==> src/rtl/wwe_pkg.sv <==
// ----------------------------------------------------------------------------
// wwe_pkg
// shared types, constants and the cordic angle table of the window weight
// evaluator
// ----------------------------------------------------------------------------
package wwe_pkg;

    localparam int ANGLE_STAGES_DEF     = 24;
    localparam int WEIGHT_FRAC_BITS_DEF = 30;

    localparam int CW = 34;   // cordic x / y width
    localparam int CZ = 33;   // cordic residual angle width
    localparam int WW = 36;   // internal weight width, q.30

    localparam logic       REG_WINDOW_TYPE = 1'b0;
    localparam logic       REG_INV_X_MAX   = 1'b1;

    localparam logic [2:0] WT_NONE     = 3'd0;
    localparam logic [2:0] WT_BARTLETT = 3'd1;
    localparam logic [2:0] WT_HANN     = 3'd2;
    localparam logic [2:0] WT_LANCZOS  = 3'd3;
    localparam logic [2:0] WT_NUTTALL  = 3'd4;
    localparam logic [2:0] WT_SINE     = 3'd5;
    localparam logic [2:0] WT_LORCH    = 3'd6;

    localparam logic signed [CW-1:0] CORDIC_GAIN = CW'(652032874);
    localparam logic signed [WW-1:0] ONE_Q30     = WW'(64'sd1073741824);
    localparam logic signed [WW-1:0] MIN_Q       = -WW'(64'sd2147483648);
    localparam logic [31:0]          PI_Q30      = 32'd3373259426;
    localparam logic [29:0]          NUT_A0      = 30'd382002981;
    localparam logic [29:0]          NUT_A1      = 30'd523337470;
    localparam logic [29:0]          NUT_A2      = 30'd154867931;
    localparam logic [29:0]          NUT_A3      = 30'd13533442;

    typedef struct packed {
        logic signed [CW-1:0] x;
        logic signed [CW-1:0] y;
        logic signed [CZ-1:0] z;
    } t_cdat;

    typedef struct packed {
        logic [2:0]  wtype;
        logic        flag;
        logic [1:0]  quad;
        logic [32:0] t;
        logic [32:0] arg;
    } t_cside;

    typedef struct packed {
        logic [31:0] rem;
        logic [31:0] acc;
        logic [31:0] den;
    } t_ddat;

    typedef struct packed {
        logic [2:0]           wtype;
        logic                 flag;
        logic                 neg;
        logic                 ovf;
        logic                 zero;
        logic signed [WW-1:0] wbase;
    } t_dside;

    function automatic logic signed [CZ-1:0] atan_turn(input int idx);
        logic [29:0] v;
        case (idx)
            0:  v = 30'd536870912;
            1:  v = 30'd316933406;
            2:  v = 30'd167458907;
            3:  v = 30'd85004756;
            4:  v = 30'd42667331;
            5:  v = 30'd21354465;
            6:  v = 30'd10679838;
            7:  v = 30'd5340245;
            8:  v = 30'd2670163;
            9:  v = 30'd1335087;
            10: v = 30'd667544;
            11: v = 30'd333772;
            12: v = 30'd166886;
            13: v = 30'd83443;
            14: v = 30'd41722;
            15: v = 30'd20861;
            16: v = 30'd10430;
            17: v = 30'd5215;
            18: v = 30'd2608;
            19: v = 30'd1304;
            20: v = 30'd652;
            21: v = 30'd326;
            22: v = 30'd163;
            23: v = 30'd81;
            24: v = 30'd41;
            25: v = 30'd20;
            26: v = 30'd10;
            27: v = 30'd5;
            28: v = 30'd3;
            29: v = 30'd1;
            30: v = 30'd1;
            default: v = 30'd0;
        endcase
        return $signed({3'b000, v});
    endfunction

endpackage

==> src/rtl/wwe_cordic_cell.sv <==
// ----------------------------------------------------------------------------
// wwe_cordic_cell
// one rotation-mode cordic iteration with a register, plus a passing sideband
// ----------------------------------------------------------------------------
module wwe_cordic_cell
    import wwe_pkg::*;
#(
    parameter int STAGE  = 0,
    parameter int SIDE_W = 1
) (
    input  logic              i_clk,
    input  logic              i_rst_n,
    input  logic              i_valid,
    input  t_cdat             i_dat,
    input  logic [SIDE_W-1:0] i_side,
    output logic              o_valid,
    output t_cdat             o_dat,
    output logic [SIDE_W-1:0] o_side
);

    logic              r_valid;
    t_cdat             r_dat;
    logic [SIDE_W-1:0] r_side;
    t_cdat             n_dat;
    logic signed [CW-1:0] dx;
    logic signed [CW-1:0] dy;

    always_comb begin
        dx = i_dat.y >>> STAGE;
        dy = i_dat.x >>> STAGE;
        if (!i_dat.z[CZ-1]) begin
            n_dat.x = i_dat.x - dx;
            n_dat.y = i_dat.y + dy;
            n_dat.z = i_dat.z - atan_turn(STAGE);
        end else begin
            n_dat.x = i_dat.x + dx;
            n_dat.y = i_dat.y - dy;
            n_dat.z = i_dat.z + atan_turn(STAGE);
        end
    end

    always_ff @(posedge i_clk) begin
        if (!i_rst_n) begin
            r_valid <= 1'b0;
        end else begin
            r_valid <= i_valid;
        end
        r_dat  <= n_dat;
        r_side <= i_side;
    end

    assign o_valid = r_valid;
    assign o_dat   = r_dat;
    assign o_side  = r_side;

endmodule

==> config.mk <==
export PLATFORM = sky130hd
export DESIGN_NAME = wwe_cordic_cell
export DESIGN_NICKNAME = d
export VERILOG_FILES = /design/src/rtl/wwe_pkg.sv /design/src/rtl/wwe_cordic_cell.sv
export SDC_FILE = /design/constraint.sdc
export NUM_CORES = 1
export LEC_CHECK = 0
export BUFFER_PORTS_ARGS = -buffer_cell sky130_fd_sc_hd__clkbuf_2
export CAP_MARGIN = 15
export CORE_AREA = 4 4 169 171
export CTS_CLUSTER_SIZE = 28
export DETAILED_ROUTE_END_ITERATION = 10
export DIE_AREA = 0 0 173 175
export PLACE_DENSITY_LB_ADDON = 0.08
export SYNTH_ARGS = -nofsm -noshare
export SYNTH_HDL_FRONTEND = slang
export SYNTH_SLANG_ARGS = --single-unit
==> constraint.sdc <==
create_clock -name i_clk -period 3.8 [get_ports i_clk]
set_clock_uncertainty 0.2 [all_clocks]
set_input_delay 0.57 -clock i_clk [delete_from_list [all_inputs] [get_ports i_clk]]
set_output_delay 0.57 -clock i_clk [all_outputs]
set_load 0.03 [all_outputs]
# Word level (Yosys, flattened, before mapping)
# Index checks and enable logic that the tools add are counted.
# totals
regBits,103
inputBits,105
out_inout_bits,103
elab_cells,11
# op_classes
n_addsub,5
n_mux,1
# ops
op,count
101-bit 2-to-1 mux,1
34-bit subtractor,2
34-bit adder,1
33-bit by 31-bit adder with 33-bit output (second input constant),1
33-bit by 31-bit subtractor with 33-bit output (second input constant),1

# Depth between registers and ports, before layout
# logic_depth
ltp_word,2
depth_mapped,12
ltp_nobuf,12

# Worst setup path before layout
# OpenSTA, ideal clock, no wires.
# synth_path
path_type,input to register
startpoint,in i_dat[33] in the netlist's numbering
endpoint,reg r_dat (netlist bit o_dat[99])
setup_time_ns,0.118
arrival_time_ns,2.794
required_time_ns,3.482
slack_ns,0.688
cell_stages,11
path_buffers,0
path_cell_list,ha_1 fa_1 nand2b_1 a221oi_2 o211a_1 o311a_1 a21o_1 a41o_4 a211oi_4 o21ai_2 xnor2_1
# synth_rtl
element,line_no,rtl
start: declaration,wwe_cordic_cell.sv:14,"input t_cdat i_dat,"
end signal: assignment,wwe_cordic_cell.sv:48,r_dat <= n_dat;
end: declaration,wwe_cordic_cell.sv:22,t_cdat r_dat;

==> flow_summary.yaml <==
outcome:
  status: "complete, no violations"
clocking:
  path_clk_slew_ns: 0.09
  cts_tree: "yes"
  cts_max_level: 3
  post_cts_resized: 0
  postCtsHoldBufs: 0
  cts_buffer_depth: 2
  numCtsBuffers: 9
  numClockSinks: 102
  cts_setup_buffers: 0
  cts_root_buf: "clkbuf_16"
finish:
  utilization_pct: 36.8
  fin_nets: 1427
  stdcell_area_um2: 9900
  n_antenna_cell: 0
  drive_gt1_share_pct: 25.0
  num-fill-cells: 2910
  area_delta_synth_final_pct: 24.0
synth:
  synth_area_leader_cell: "dfxtp_1"
  synthTopCellsByArea: "dfxtp_1, ha_1, a21oi_1"
  synth.avg_cell_area_um2: 8.05
  synthDistinctLibCells: 72
  ys_ff_latch: 102
  synth_seq_area_share_pct: 25.6
  syn_inst: 992
  synth_async_sr_flop_share_pct: 0
  synth-edff-count: 0
  ys.flop_type: "dfxtp_1"
  synth_top_cell_area_share_pct: 25.6
  yosysWarnings: 0
  syn_nets: 1202
  netlist_area_um2: 7980
timing:
  finalHoldViolations: 0
  grt_setup_unrepaired: "no"
  finalCriticalPeriod_ns: 3.34
  tightest_slew_ns: 0.741
  period_share_pct: 87.9
  drv_slew: 0
  tns_ns: 0
  setup_viol: 0
  relSlewSlack_pct: 50.1
  max_freq_mhz: 299
die:
  die_w_um: 173
  start_util_pct: 29.7
  core-area_um2: 26900
  die-area_um2: 30300
  ios: 208
  rows: 60
  fp.dieH_um: 175
worst_setup_path:
  cp.required_ns: 3.89
  crit_path_end_kind: "register"
  crit_fanout: 9
  startpoint_type: "primary input"
  worstSetupPathType: "in -> reg"
  cp.arrival_ns: 3.43
power:
  power.total_uw: 4140
  power_density_nw_per_um2: 419
  p_leak_uw: 0.00489
  vdd_drop_max_mv: 0.183
place:
  dp_hpwl_um: 23300
  dpl_cell_area_um2: 9600
  port_buffers: 207
  gp_congestion: 0.858
detailed_routing:
  drt_iter0_markers: 529
  num_vias: 7888
  routed_wl_um: 28900
  drc: 0
  viasPerCell: 5.05
  ant_nets: 0
  routedWlPerCell_um: 18.5
  dr.pass1.iters: 5
global_route:
  grt_pass1_wl_um: 45000
  grt_usage_pct: 18.4
  grt_pass1_vias: 7830
  antenna_found_initial: 0
  overflow: 0
  grt_max_degree: 61
run:
  drv_cap: 0
worst_hold_path:
  min_path_type: "in -> reg"
## kinds of logic (layout without fill, tap and decap cells)
family                     Yosys count  count (layout)  share of synthesized area (%)
AOI/OAI and AO/OA                  334             334                           27.8
and+or+nand+nor                    218             218                           12.8
buffers and inverters              157             387                           8.48
adders and majority gates          105             105                           16.8
DFF                                102             102                           25.6
xor gates and xnor gates            67              67                           7.35
muxes                                9               9                           1.13
## per-stage QoR
stage | instances | hold WS (ns) | setup WS [ns]
3_5_place_dp | 1547 | 0.474 | 0.116
6_report | 1563 | 0.108 | 0.460
2_1_floorplan | 992 | 0.398 | 0.688
4_1_cts | 1563 | 0.0823 | 0.501
3_3_place_gp | 1547 | 0.472 | 0.101
5_1_grt | 1563 | 0.0862 | 0.266
## flip-flops by register name (all words and copies together), names as in the netlist
name / count
o_dat: 100
o_side: 1
o_valid: 1
## per-layer routing
layer / vias up / GRT usage, % / part of all wire (%)
li1: 3894 / - / -
met1: 3683 / 26.1 / 48
met2: 282 / 29.0 / 44
met3: 29 / 3.38 / 6.5
met4: 0 / 4.76 / 1.7
met5: - / 0 / 0
## Yosys cell counts, types with 5 or more instances
library cell,instances
or2_2,7
nor2_1,86
o21bai_1,11
mux2i_1,9
nor3_1,17
a211oi_1,13
buf_2,13
a21o_1,30
o211ai_1,16
xnor2_1,60
nand3_1,13
o31ai_1,9
buf_4,5
clkbuf_1,15
nand4_1,11
a21oi_1,110
o21a_1,9
buf_1,8
inv_1,108
xor2_1,7
nor4_1,5
nand2b_1,15
and3_1,6
nand2_1,39
a31oi_1,6
nor2b_1,9
ha_1,101
o21ai_0,64
dfxtp_1,102
## final timing paths
kind	start	to	slack [ns]	depth (start not counted)
max	i_dat[38]	o_dat[98]	0.46	13
min	i_dat[7]	o_dat[7]	0.11	1
## layout by cell type (no fill, tap or decap), types with 4 or more instances in the layout
cell,netlist,layout
a211oi_1,13,13
o21a_1,9,9
nor3_1,17,17
nand3_1,13,13
xnor2_1,60,60
o41ai_1,4,4
a21o_1,30,30
and3_1,6,6
o211ai_1,16,16
a21oi_1,110,110
o22ai_1,4,4
mux2i_1,9,9
nand2_1,39,39
clkbuf_16,0,9
o21ai_0,64,64
ha_1,101,101
inv_1,108,108
buf_4,5,53
nor4_1,5,5
a31oi_1,6,6
xor2_1,7,7
fa_1,4,4
nand4_1,11,11
clkbuf_2,0,207
nor2b_1,9,9
o21bai_1,11,11
nor2_1,86,86
or3_1,4,4
nand2b_1,15,15
a311o_1,4,4
or2_2,7,7
dfxtp_1,102,102
o31ai_1,9,9
## area by class of cell
cell class / instances / area, µm² / area share, %
Clock inverter: 7 / 75.1 / 0.758
Clock buffer: 9 / 225 / 2.27
Timing Repair Buffer: 261 / 1450 / 14.7
Tap cell: 341 / 427 / 4.31
Inverter: 110 / 413 / 4.17
Sequential cell: 102 / 2040 / 20.6
Multi-Input combinational cell: 733 / 5270 / 53.2
## critical path, stage by stage
cell,delay [ns]
clkbuf_2,0.11
inv_1,0.05
ha_1,0.43
a21oi_2,0.27
nand2b_1,0.10
o311ai_1,0.37
buf_4,0.19
o311ai_1,0.13
o31a_1,0.32
a31o_2,0.29
a211o_1,0.29
o21ai_1,0.14
xnor2_1,0.16
## power by group
part,leakage [µW],switching [µW],internal [µW]
clock,0.000144,528,470
sequential,0.000861,65.0,1260
combinational,0.00388,1200,622
total,0.00489,1790,2350
(Power assumes the default switching activity.)
