--- src/rtl/wwe_pkg.sv ---
// ----------------------------------------------------------------------------
// wwe_pkg
// shared types, constants and the cordic angle table of the window weight
// evaluator
// ----------------------------------------------------------------------------
package wwe_pkg;

    localparam int ANGLE_STAGES_DEF     = 24;
    localparam int WEIGHT_FRAC_BITS_DEF = 30;

    localparam int CW = 34;   // cordic x / y width
    localparam int CZ = 33;   // cordic residual angle width
    localparam int WW = 36;   // internal weight width, q.30

    localparam logic       REG_WINDOW_TYPE = 1'b0;
    localparam logic       REG_INV_X_MAX   = 1'b1;

    localparam logic [2:0] WT_NONE     = 3'd0;
    localparam logic [2:0] WT_BARTLETT = 3'd1;
    localparam logic [2:0] WT_HANN     = 3'd2;
    localparam logic [2:0] WT_LANCZOS  = 3'd3;
    localparam logic [2:0] WT_NUTTALL  = 3'd4;
    localparam logic [2:0] WT_SINE     = 3'd5;
    localparam logic [2:0] WT_LORCH    = 3'd6;

    localparam logic signed [CW-1:0] CORDIC_GAIN = CW'(652032874);
    localparam logic signed [WW-1:0] ONE_Q30     = WW'(64'sd1073741824);
    localparam logic signed [WW-1:0] MIN_Q       = -WW'(64'sd2147483648);
    localparam logic [31:0]          PI_Q30      = 32'd3373259426;
    localparam logic [29:0]          NUT_A0      = 30'd382002981;
    localparam logic [29:0]          NUT_A1      = 30'd523337470;
    localparam logic [29:0]          NUT_A2      = 30'd154867931;
    localparam logic [29:0]          NUT_A3      = 30'd13533442;

    typedef struct packed {
        logic signed [CW-1:0] x;
        logic signed [CW-1:0] y;
        logic signed [CZ-1:0] z;
    } t_cdat;

    typedef struct packed {
        logic [2:0]  wtype;
        logic        flag;
        logic [1:0]  quad;
        logic [32:0] t;
        logic [32:0] arg;
    } t_cside;

    typedef struct packed {
        logic [31:0] rem;
        logic [31:0] acc;
        logic [31:0] den;
    } t_ddat;

    typedef struct packed {
        logic [2:0]           wtype;
        logic                 flag;
        logic                 neg;
        logic                 ovf;
        logic                 zero;
        logic signed [WW-1:0] wbase;
    } t_dside;

    function automatic logic signed [CZ-1:0] atan_turn(input int idx);
        logic [29:0] v;
        case (idx)
            0:  v = 30'd536870912;
            1:  v = 30'd316933406;
            2:  v = 30'd167458907;
            3:  v = 30'd85004756;
            4:  v = 30'd42667331;
            5:  v = 30'd21354465;
            6:  v = 30'd10679838;
            7:  v = 30'd5340245;
            8:  v = 30'd2670163;
            9:  v = 30'd1335087;
            10: v = 30'd667544;
            11: v = 30'd333772;
            12: v = 30'd166886;
            13: v = 30'd83443;
            14: v = 30'd41722;
            15: v = 30'd20861;
            16: v = 30'd10430;
            17: v = 30'd5215;
            18: v = 30'd2608;
            19: v = 30'd1304;
            20: v = 30'd652;
            21: v = 30'd326;
            22: v = 30'd163;
            23: v = 30'd81;
            24: v = 30'd41;
            25: v = 30'd20;
            26: v = 30'd10;
            27: v = 30'd5;
            28: v = 30'd3;
            29: v = 30'd1;
            30: v = 30'd1;
            default: v = 30'd0;
        endcase
        return $signed({3'b000, v});
    endfunction

endpackage

--- src/rtl/wwe_div_cell.sv ---
// ----------------------------------------------------------------------------
// wwe_div_cell
// one restoring division step with a register, plus a passing sideband
// ----------------------------------------------------------------------------
module wwe_div_cell
    import wwe_pkg::*;
#(
    parameter int SIDE_W = 1
) (
    input  logic              i_clk,
    input  logic              i_rst_n,
    input  logic              i_valid,
    input  t_ddat             i_dat,
    input  logic [SIDE_W-1:0] i_side,
    output logic              o_valid,
    output t_ddat             o_dat,
    output logic [SIDE_W-1:0] o_side
);

    logic              r_valid;
    t_ddat             r_dat;
    logic [SIDE_W-1:0] r_side;
    t_ddat             n_dat;
    logic [32:0]       rem2;
    logic              ge;

    always_comb begin
        rem2      = {i_dat.rem, i_dat.acc[31]};
        ge        = rem2 >= {1'b0, i_dat.den};
        n_dat.rem = ge ? 32'(rem2 - {1'b0, i_dat.den}) : rem2[31:0];
        n_dat.acc = {i_dat.acc[30:0], ge};
        n_dat.den = i_dat.den;
    end

    always_ff @(posedge i_clk) begin
        if (!i_rst_n) begin
            r_valid <= 1'b0;
        end else begin
            r_valid <= i_valid;
        end
        r_dat  <= n_dat;
        r_side <= i_side;
    end

    assign o_valid = r_valid;
    assign o_dat   = r_dat;
    assign o_side  = r_side;

endmodule

--- config.mk ---
export PLATFORM = sky130hd
export DESIGN_NAME = wwe_div_cell
export DESIGN_NICKNAME = d
export VERILOG_FILES = /design/src/rtl/wwe_pkg.sv /design/src/rtl/wwe_div_cell.sv
export SDC_FILE = /design/constraint.sdc
export NUM_CORES = 1
export LEC_CHECK = 0
export ABC_AREA = 1
export BUFFER_PORTS_ARGS = -buffer_cell sky130_fd_sc_hd__buf_2
export CAP_MARGIN = 20
export CELL_PAD_IN_SITES_DETAIL_PLACEMENT = 1
export CELL_PAD_IN_SITES_GLOBAL_PLACEMENT = 1
export CORE_ASPECT_RATIO = 0.5
export CORE_MARGIN = 5
export CORE_UTILIZATION = 30
export DETAILED_ROUTE_END_ITERATION = 6
export PLACE_DENSITY_LB_ADDON = 0.1
export SLEW_MARGIN = 5
export SYNTH_ARGS = -nofsm -noshare
export SYNTH_HDL_FRONTEND = slang
export SYNTH_SLANG_ARGS = --single-unit
--- constraint.sdc ---
create_clock -name i_clk -period 2.17 [get_ports i_clk]
set_clock_uncertainty 0.15 [all_clocks]
set_input_delay 0.5425 -clock i_clk [delete_from_list [all_inputs] [get_ports i_clk]]
set_output_delay 0.5425 -clock i_clk [all_outputs]
set_load 0.01 [all_outputs]
=== Yosys cells after proc, flatten, opt, wreduce, memory -nomap -nowiden ===
Index checks and enable logic that the tools add are counted.

* Flip-flop bits (word level): 98
* Input port bits: 100
* Output and inout bits: 98
* Logic and storage cells: 8

* $lt $le $gt $ge: 1
* Mux-type cells: 1
* $add $sub $neg: 1

{| class="wikitable"
|+ Operators with widths
! kind !! number
|-
| 33-bit by 32-bit greater-or-equal comparator with 1-bit output || 1
|-
| 32-bit 2-to-1 mux || 1
|-
| 32-bit subtractor || 1
|}

=== Logic depth before layout (Yosys ltp) ===
Gate-level depths: netlist of the first run.

* Word-level depth: 2
* Gate-level depth with buffers: 17
* Gate-level depth less buffers: 15

=== Worst setup path before layout of the first run ===
OpenSTA, ideal clock, no wires.

* Kind: input port to flip-flop
* Start: input port i_dat[63] in the netlist's numbering
* End: register r_dat (netlist bit o_dat[80])
* Setup time: 113 ps
* Path slack: 21 ps
* Arrival time: 1886 ps
* Data required time: 1907 ps
* Stages on the path: 13
* Cells stage by stage: inv_1 -> ha_1 -> fa_1 -> inv_1 -> nand3_1 -> nand3_1 -> nand2_1 -> nand3_1 -> nand3_1 -> nand2_1 -> nand2_1 -> nand3_1 -> nand2_1

{| class="wikitable"
|+ RTL lines
! item !! RTL line !! text
|-
| start: declaration || wwe_div_cell.sv:13 || <nowiki>input t_ddat i_dat,</nowiki>
|-
| end signal: assignment || wwe_div_cell.sv:41 || <nowiki>r_dat <= n_dat;</nowiki>
|-
| end: declaration || wwe_div_cell.sv:21 || <nowiki>t_ddat r_dat;</nowiki>
|}

==> results of run 1 <==
[what timing repair did]
item	CTS	global route
hold buffers	0	0
endpoints found under the setup margin	30	32
gates resized for setup	12	57
setup buffers	0	1
pin swaps	1	4
[cell type report]
class | count | area (µm²) | area share (%)
Inverter | 153 | 587 | 7.48
Sequential cell | 98 | 1960 | 25.0
Timing Repair Buffer | 311 | 1870 | 23.8
Clock inverter | 6 | 55.1 | 0.702
Tap cell | 227 | 284 | 3.62
Multi-Input combinational cell | 492 | 2850 | 36.3
Clock buffer | 10 | 239 | 3.05
[through the flow]
| step | area [µm²] | TNS (ns) | instances |
|---|---|---|---|
| finish | 7850 | 0 | 1297 |
| global route | 7850 | -0.00501 | 1297 |
| CTS | 7470 | 0 | 1296 |
| detailed placement | 7140 | -15.22 | 1280 |
| global placement | 7140 | -13.52 | 1280 |
| floorplan | 5080 | 0 | 750 |
[routing by layer]
metal	track usage, %	part of all wire [%]	vias up
met2	29.7	44	128
met1	24.4	49	2533
met4	2.97	0.75	0
met5	0	0	-
met3	4.87	5.5	13
li1	-	-	2857
[cells in the final DEF, fill, tap and decap left out, types with 2 or more instances in the layout]
| cell type | count |
|---|---|
| ha_1 | 12 |
| xor2_1 | 13 |
| nand2_2 | 19 |
| nand3_1 | 32 |
| nor2_2 | 10 |
| inv_6 | 3 |
| buf_6 | 2 |
| a21oi_2 | 4 |
| nand2_4 | 4 |
| nand3b_1 | 10 |
| nand2_1 | 289 |
| nor2_4 | 5 |
| nor3_2 | 3 |
| nor2_1 | 25 |
| inv_1 | 150 |
| o21ai_0 | 2 |
| o21bai_1 | 2 |
| nand3_2 | 5 |
| dfxtp_1 | 98 |
| clkinv_4 | 2 |
| nor3_1 | 4 |
| and2_1 | 8 |
| clkbuf_16 | 9 |
| a21oi_1 | 17 |
| nand4_1 | 2 |
| ha_4 | 19 |
| buf_2 | 197 |
| buf_4 | 110 |
| inv_2 | 2 |
[how the worst min path moves through the flow]
| stage | end | slack (ns) | cells past startpoint |
|---|---|---|---|
| floorplan | o_dat[0] | 0.42 | 0 |
| global placement | o_dat[56] | 0.49 | 1 |
| detailed placement | o_dat[50] | 0.50 | 1 |
| CTS | o_dat[49] | 0.12 | 1 |
| global route | o_dat[43] | 0.11 | 1 |
| finish | o_dat[49] | 0.14 | 1 |
[registers in the layout (all words and copies together) (netlist names)]
name     flops
o_side       1
o_dat       96
o_valid      1
[where the power goes]
part	leakage (nW)	total, mW	switching (mW)	internal [mW]
Clock	0.146	1.59	0.758	0.834
Sequential	0.827	2.02	0.0401	1.98
Combinational	3.52	1.64	0.897	0.746
[cell families after synthesis]
logic type      after synthesis
simple gates                420
buf+inv                     160
flops                        98
fa+ha+maj                    33
compound gates               25
xor+xnor                     14
[worst max-delay path, stage by stage]
cell and delay [ns]:
buf_2 0.08, inv_1 0.04, ha_1 0.31, buf_4 0.15, nand2_1 0.06, nand2_1 0.08, nand2_1 0.10, nand2_1 0.06
a21oi_1 0.22, nand2_4 0.12, buf_4 0.15, xor2_1 0.13, nand2_1 0.07, nand2_1 0.05
==> out/summary.txt, run 1 <==
Run status - complete, no violations
Mapped Area - 5080 µm²
Fin. max-slew vios - 0
Synthesized net count - 883
Via density per instance - 4.26
H-tree lvl count - 3
WS Path Type - input pin to register
Num rows - 33
Number of fill cells - 2171
Core area - 16500 µm²
GRT overflow - 0
Max_slew headroom - 79.3%
Synth cell types - 27
Most frequent cell after synthesis - nand2_1
Crit end category - register
Sink Count - 98
Total track usage - 18.0%
Largest family of logic cells by synthesized area - simple AND/OR/NAND/NOR gates
End point of the critical path - o_dat[76]
Max Cap Viol - 0
Core Util, Final - 47.6%
Initial core utilization - 30.8%
Final Cycle Share - 94.4%
Synth Area in XOR/XNOR - 2.41%
Global-route wire length before repair - 28.5 mm
Dpl ws - -0.512 ns
Post-synth top area share - 38.6%
Antenna violations before repair - 0
DP Wirelength - 15.0 mm
TritonCTS clock tree - done
Post-synth top area cell - dfxtp_1
Clock-pin slew on the worst setup and hold paths - 0.07 ns
Worst slew pin tran - 0.309 ns
Adder-Cell Fraction of Synth Area - 8.28%
Asr flop ratio synth - 0%
Hold Crit Start - i_dat[48]
Root Driver - clkbuf_16
Nets@finish - 1198
Die height - 102 µm
Sequential area share after synthesis - 38.6%
Die ar. - 19800 µm²
Seq cells post-synth - 98
Syn Area/Cell - 6.77 µm²
P&R area growth vs syn - 54.5%
Post-Syn Instances - 750
DRC viols - 0
CP startpoint kind - input pin
Vias in the first global route - 5743
Most used DFF post-synth - dfxtp_1
Critical path arrival - 2.15 ns
Post-synthesis simple-gate area fraction - 35.3%
Area fraction in compound gates after synthesis - 2.56%
Leak pwr - 4.49 nW
Crit path required time - 2.27 ns
Cts bufs inserted - 9
Clock Tree Buf Depth - 2
PwrDens - 670 nW/µm²
I/O pin count - 198
Worst setup startpoint - i_dat[5]
Fmax - 488 MHz
Multiplexer area fraction after synthesis - 0%
Worst-path fanout max - 3
ANT cells - 0
WL per Instance - 13.9 µm
Fin worst setup slack - 0.122 ns
Total power - 5.26 mW
Via count - 5531
Pin count of the biggest net entering global routing - 31
Layout cells sized above 1 - 37.9%
Most frequent cells after synthesis - 298 x nand2_1, 151 x inv_1, 98 x dfxtp_1, 37 x nand3_1, 34 x nor2_1
Setup violators final - 0
Total Wirelength - 18.1 mm
DR pass1 iterations - 4
DR iter-0 viols - 158
DRT antenna net count - 0
PortBufs - 197
WHS - 0.135 ns
Post-synth EDFFs - 0
Tmin final - 2.05 ns
Hold Fails Final Rpt - 0
Yosys Warn Count - 0
Area contributors post-synth - dfxtp_1 39%, nand2_1 22%, inv_1 11%, ha_1 7.9%, nand3_1 3.6%
Routability cong. - 0.850
Worst VDD drop - 0.371 mV
Hold Path Class - input pin to register
DIE WIDTH - 194 µm
(Power assumes the default switching activity.)
==> run 2: changes to the inputs <==
Settings changed: CORE_UTILIZATION 30 to 33.
Clock period 2.17 ns to 2.1 ns, I/O delays scaled along.
==> run 2 against run 1 <==
Via count did not move. Die area fell by 8.4%. Hold slack got worse by 0.016 ns. Sequential share of layout area rose by 0.096 points. Critical path depth fell by 2. Count of clock-buffer cells in the layout fell by 1. Global-route usage rose by 1.6 points. Sequential cell count did not move. Non-clock buffer count fell by 20. Critical endpoint is now o_dat[91].
==> out/summary.txt, run 2 (synthesis results as in run 1) <==
Num rows - 32
Pin count of the biggest net entering global routing - 31
Most Crowded Layer GR - met2
Tmin final - 2.04 ns
DR pass1 iterations - 4
Met1 GRT Util - 26.2%
Layout cells sized above 1 - 39.1%
Max incr delay on CP - 0.37 ns
Die height - 97.7 µm
Most common cell after layout, fill and taps aside - nand2_1
Max Cap Viol - 0
TritonCTS clock tree - done
Met3 usage - 5.10%
Top delay family on crit path - simple AND/OR/NAND/NOR gates
Core Util, Final - 51.2%
Crit end category - register
ANT cells - 0
Slowest CP cell - ha_2
Die ar. - 18100 µm²
Root Driver - clkbuf_16
PortBufs - 197
Nets@finish - 1178
PwrDens - 691 nW/µm²
Critical path arrival - 2.14 ns
Final non-filler cell total - 1253
Hold Path Class - input pin to register
Antenna violations before repair - 0
WS Path Type - input pin to register
Most used cell, CP - nand2_1
Cell area after layout - 7820 µm²
Fin. max-slew vios - 0
Cts bufs inserted - 9
Via count - 5531
Crit-path cells - buf_2, ha_2, nand2_2, buf_4, nor3_1, nand2_1, nand2_2, nand2_1, nand2_1, nand2_1, nand3_1, nand2_1
I/O pin count - 198
H-tree lvl count - 3
Clock Tree Buf Depth - 2
CP startpoint kind - input pin
P&R area growth vs syn - 53.9%
Via density per instance - 4.41
Final Cycle Share - 97.0%
Dpl cells - 1235
Most frequent cells in the layout - 278 x nand2_1, 197 x buf_2, 150 x inv_1
Fmax - 491 MHz
Number of fill cells - 1986
DR iter-0 viols - 165
Max reg flops - 96
Max_slew headroom - 76.4%
DIE WIDTH - 185 µm
Worst VDD drop - 0.354 mV
Vias in the first global route - 5665
WP buf/inv - 2
Setup violators final - 0
Total Wirelength - 18.6 mm
DRT antenna net count - 0
GRT overflow - 0
Clock-pin slew on the worst setup and hold paths - 0.07 ns
Worst slew pin tran - 0.351 ns
Leak pwr - 4.38 nW
Crit path required time - 2.20 ns
DP Wirelength - 15.5 mm
Routability cong. - 0.849
Dpl cell area - 7220 µm²
DRC viols - 0
Initial core utilization - 33.3%
Hold Fails Final Rpt - 0
Total track usage - 19.6%
Global-route wire length before repair - 28.1 mm
M2 GR Usage - 32.7%
Run status - complete, no violations
Core area - 15300 µm²
WL per Instance - 14.8 µm
Worst-path fanout max - 4
Sink Count - 98
[run 2: final timing paths]
kind / startpoint / cells past startpoint / endpoint / slack (ns)
worst max-delay path: i_dat[67] / 12 / o_dat[91] / 0.06
worst min-delay path: i_dat[62] / 1 / o_dat[63] / 0.12
[run 2: final cells by class]
class | instances | area, µm² | share of cell area (%)
multi-input cells | 492 | 3000 | 38.4
flip-flops and latches | 98 | 1960 | 25.1
repair buffers | 291 | 1730 | 22.2
inverters | 153 | 587 | 7.51
well taps | 204 | 255 | 3.27
clock buffers | 9 | 225 | 2.88
clock inverters | 6 | 51.3 | 0.656
[run 2: metrics by stage]
| step | hold WS (ns) | TNS [ns] | setup slack [ns] | total power [mW] |
|---|---|---|---|---|
| 5_1_grt | 0.101 | -0.0438 | -0.0187 | 5.74 |
| 3_3_place_gp | 0.477 | -11.98 | -0.417 | 3.73 |
| 3_5_place_dp | 0.479 | -12.85 | -0.450 | 3.78 |
| 4_1_cts | 0.109 | -0.00615 | -0.00615 | 5.39 |
| 6_report | 0.119 | 0 | 0.0631 | 5.40 |
| 2_1_floorplan | 0.403 | 0 | 0.0000924 | 3.00 |
[run 2: what timing repair did]
action,CTS,global route
pin swaps,0,8
gates cloned,0,1
endpoints found under the hold margin,0,0
gates resized for setup,8,51
hold buffers,0,0
setup endpoints to repair,27,32
buffers inserted,0,2
[run 2: routing by layer]
metal	routed length [µm]	share of wire, %	up-vias
li1	-	-	2822
met1	8690	47	2555
met2	8310	45	146
met3	1460	7.9	8
met4	93	0.50	0
met5	0	0	-
[run 2: report_power, final]
| part | total [mW] | switching (mW) | leakage (nW) | internal (mW) |
|---|---|---|---|---|
| logic | 1.72 | 0.951 | 3.42 | 0.773 |
| clock network | 1.58 | 0.768 | 0.126 | 0.811 |
| registers | 2.10 | 0.0474 | 0.827 | 2.05 |
==> run 3: changes to the inputs <==
Settings changed: CORE_ASPECT_RATIO 0.5 to default.
==> run 3 against run 2 <==
Combinational power rose by 5%. Critical path depth rose by 3. Via count rose by 0.24%. Largest cell class unchanged. Sequential power barely moved. Worst setup slack improved by 0.0045 ns. Sequential share of layout area fell by 0.73 points. Utilization rose by 1.9 points. Clock power rose by 3%. Power rose by 2.1%. Sequential cell count did not move. Cell count rose by 0.32%.
==> out/summary.txt, run 3 (synthesis results as in run 1) <==
Sw Share - 32.6%
Final non-filler cell total - 1257
GRT overflow - 0
P&R area growth vs syn - 58.5%
Hold Fails Final Rpt - 0
Initial core utilization - 33.5%
Slowest CP cell - fa_2
DRC viols - 0
Antenna violations before repair - 0
Crit-path cells - buf_2, inv_2, ha_4, fa_2, inv_2, nand3_2, nand3_2, buf_4, nand3_1, nand2_2, nand2_2, nand2_1, nand2_1, nand3_1, nand2_1
DR pass1 iterations - 4
Die height - 134 µm
Fin. max-slew vios - 0
H-tree lvl count - 3
Final Cycle Share - 96.8%
Global-route wire length before repair - 28.1 mm
Seq pwr share - 38.0%
Combinational Power Share - 32.6%
Total Wirelength - 18.1 mm
Core area - 15100 µm²
Dpl cell area - 7340 µm²
Max reg flops - 96
Clk network pwr share - 29.4%
Clock-pin slew on the worst setup and hold paths - 0.08 ns
I/O pin count - 198
CP startpoint kind - input pin
Max Cap Viol - 0
PortBufs - 197
Nets@finish - 1197
Hold Path Class - input pin to register
Leak pwr - 4.51 nW
DRT antenna net count - 0
Sink Count - 98
Pin count of the biggest net entering global routing - 19
Fin worst setup slack - 0.0677 ns
Via count - 5544
Cell area after layout - 8050 µm²
WS Path Type - input pin to register
Most used cell, CP - nand2_1
Setup violators final - 0
Clock Tree Buf Depth - 2
Via density per instance - 4.41
Crit end category - register
Routability cong. - 0.850
Vias in the first global route - 5688
Num rows - 45
Total track usage - 19.6%
WL per Instance - 14.4 µm
Crit path required time - 2.20 ns
Max_slew headroom - 81.6%
Tmin final - 2.03 ns
Fmax - 492 MHz
WHS - 0.111 ns
DP Wirelength - 14.6 mm
Worst VDD drop - 0.360 mV
PwrDens - 684 nW/µm²
Dpl ws - -0.475 ns
DIE WIDTH - 134 µm
Run status - complete, no violations
Layout cells sized above 1 - 40.9%
Cell internal pwr - 3.72 mW
DR iter-0 viols - 148
Number of fill cells - 1984
Worst slew pin tran - 0.277 ns
Max incr delay on CP - 0.39 ns
ANT cells - 0
Most common cell after layout, fill and taps aside - nand2_1
Switching pwr - 1.79 mW
Dpl cells - 1234
Critical path arrival - 2.13 ns
Worst-path fanout max - 3
Total power - 5.51 mW
Die ar. - 18000 µm²
Root Driver - clkbuf_16
Cts bufs inserted - 9
Most frequent cells in the layout - 274 x nand2_1, 197 x buf_2, 147 x inv_1
TritonCTS clock tree - done
-- run 3: cell count changes in the layout (fill, tap and decap cells not counted), moves of 3 or more --
cell / previous run / this run
buf_4: 91 / 106
inv_1: 150 / 147
ha_4: 29 / 32
inv_2: 2 / 5
nor3_1: 5 / 2
nor2_2: 13 / 9
nor2_1: 22 / 26
nand2_1: 278 / 274
-- run 3: timing repair --
item	in CTS	in global routing
setup endpoints to repair	32	32
hold buffers	0	0
gates cloned	1	0
resized for setup	10	59
pin swaps	1	17
setup buffers	2	4
-- run 3: area by class of cell --
| cell class | count | area [µm²] | share of cell area, % |
|---|---|---|---|
| sequential | 98 | 1960 | 24.4 |
| tap | 188 | 235 | 2.92 |
| clock inverter | 7 | 65.1 | 0.808 |
| clock buffer | 9 | 225 | 2.80 |
| multi-input combinational | 492 | 3070 | 38.1 |
| timing repair buffer | 310 | 1920 | 23.8 |
| inverter | 153 | 579 | 7.20 |
-- run 3: worst paths after layout --
check | slack, ns | end | depth (start not counted) | from
worst min-delay path | 0.11 | o_dat[46] | 1 | i_dat[45]
worst max-delay path | 0.07 | o_dat[92] | 15 | i_dat[63]
-- run 3: metrics by stage --
stage | util, % | TNS (ns)
detailed placement | 48.4 | -14.30
finish | 53.2 | 0
floorplan | - | 0
CTS | 50.9 | 0
global route | 53.2 | -0.0767
global placement | 48.4 | -13.00
-- run 3: per-layer routing --
metal,global-route usage (%),wire (µm)
met1,24.8,8100
met2,34.3,8670
met3,4.54,1070
met4,4.36,216
met5,0,0
-- run 3: critical path, delay by kind of cell --
kind          cells  cell delay [ns]
fa+ha+maj         2             0.55
simple gates      9             0.72
buf+inv           4             0.35
-- run 3: power groups by stage --
stage / logic, mW / clock network, mW / registers, mW
3_3_place_gp: 1.63 / 0 / 2.14
2_1_floorplan: 0.758 / 0 / 2.24
4_1_cts: 1.71 / 1.68 / 2.10
6_report: 1.80 / 1.62 / 2.10
5_1_grt: 1.99 / 1.76 / 2.12
3_5_place_dp: 1.66 / 0 / 2.14
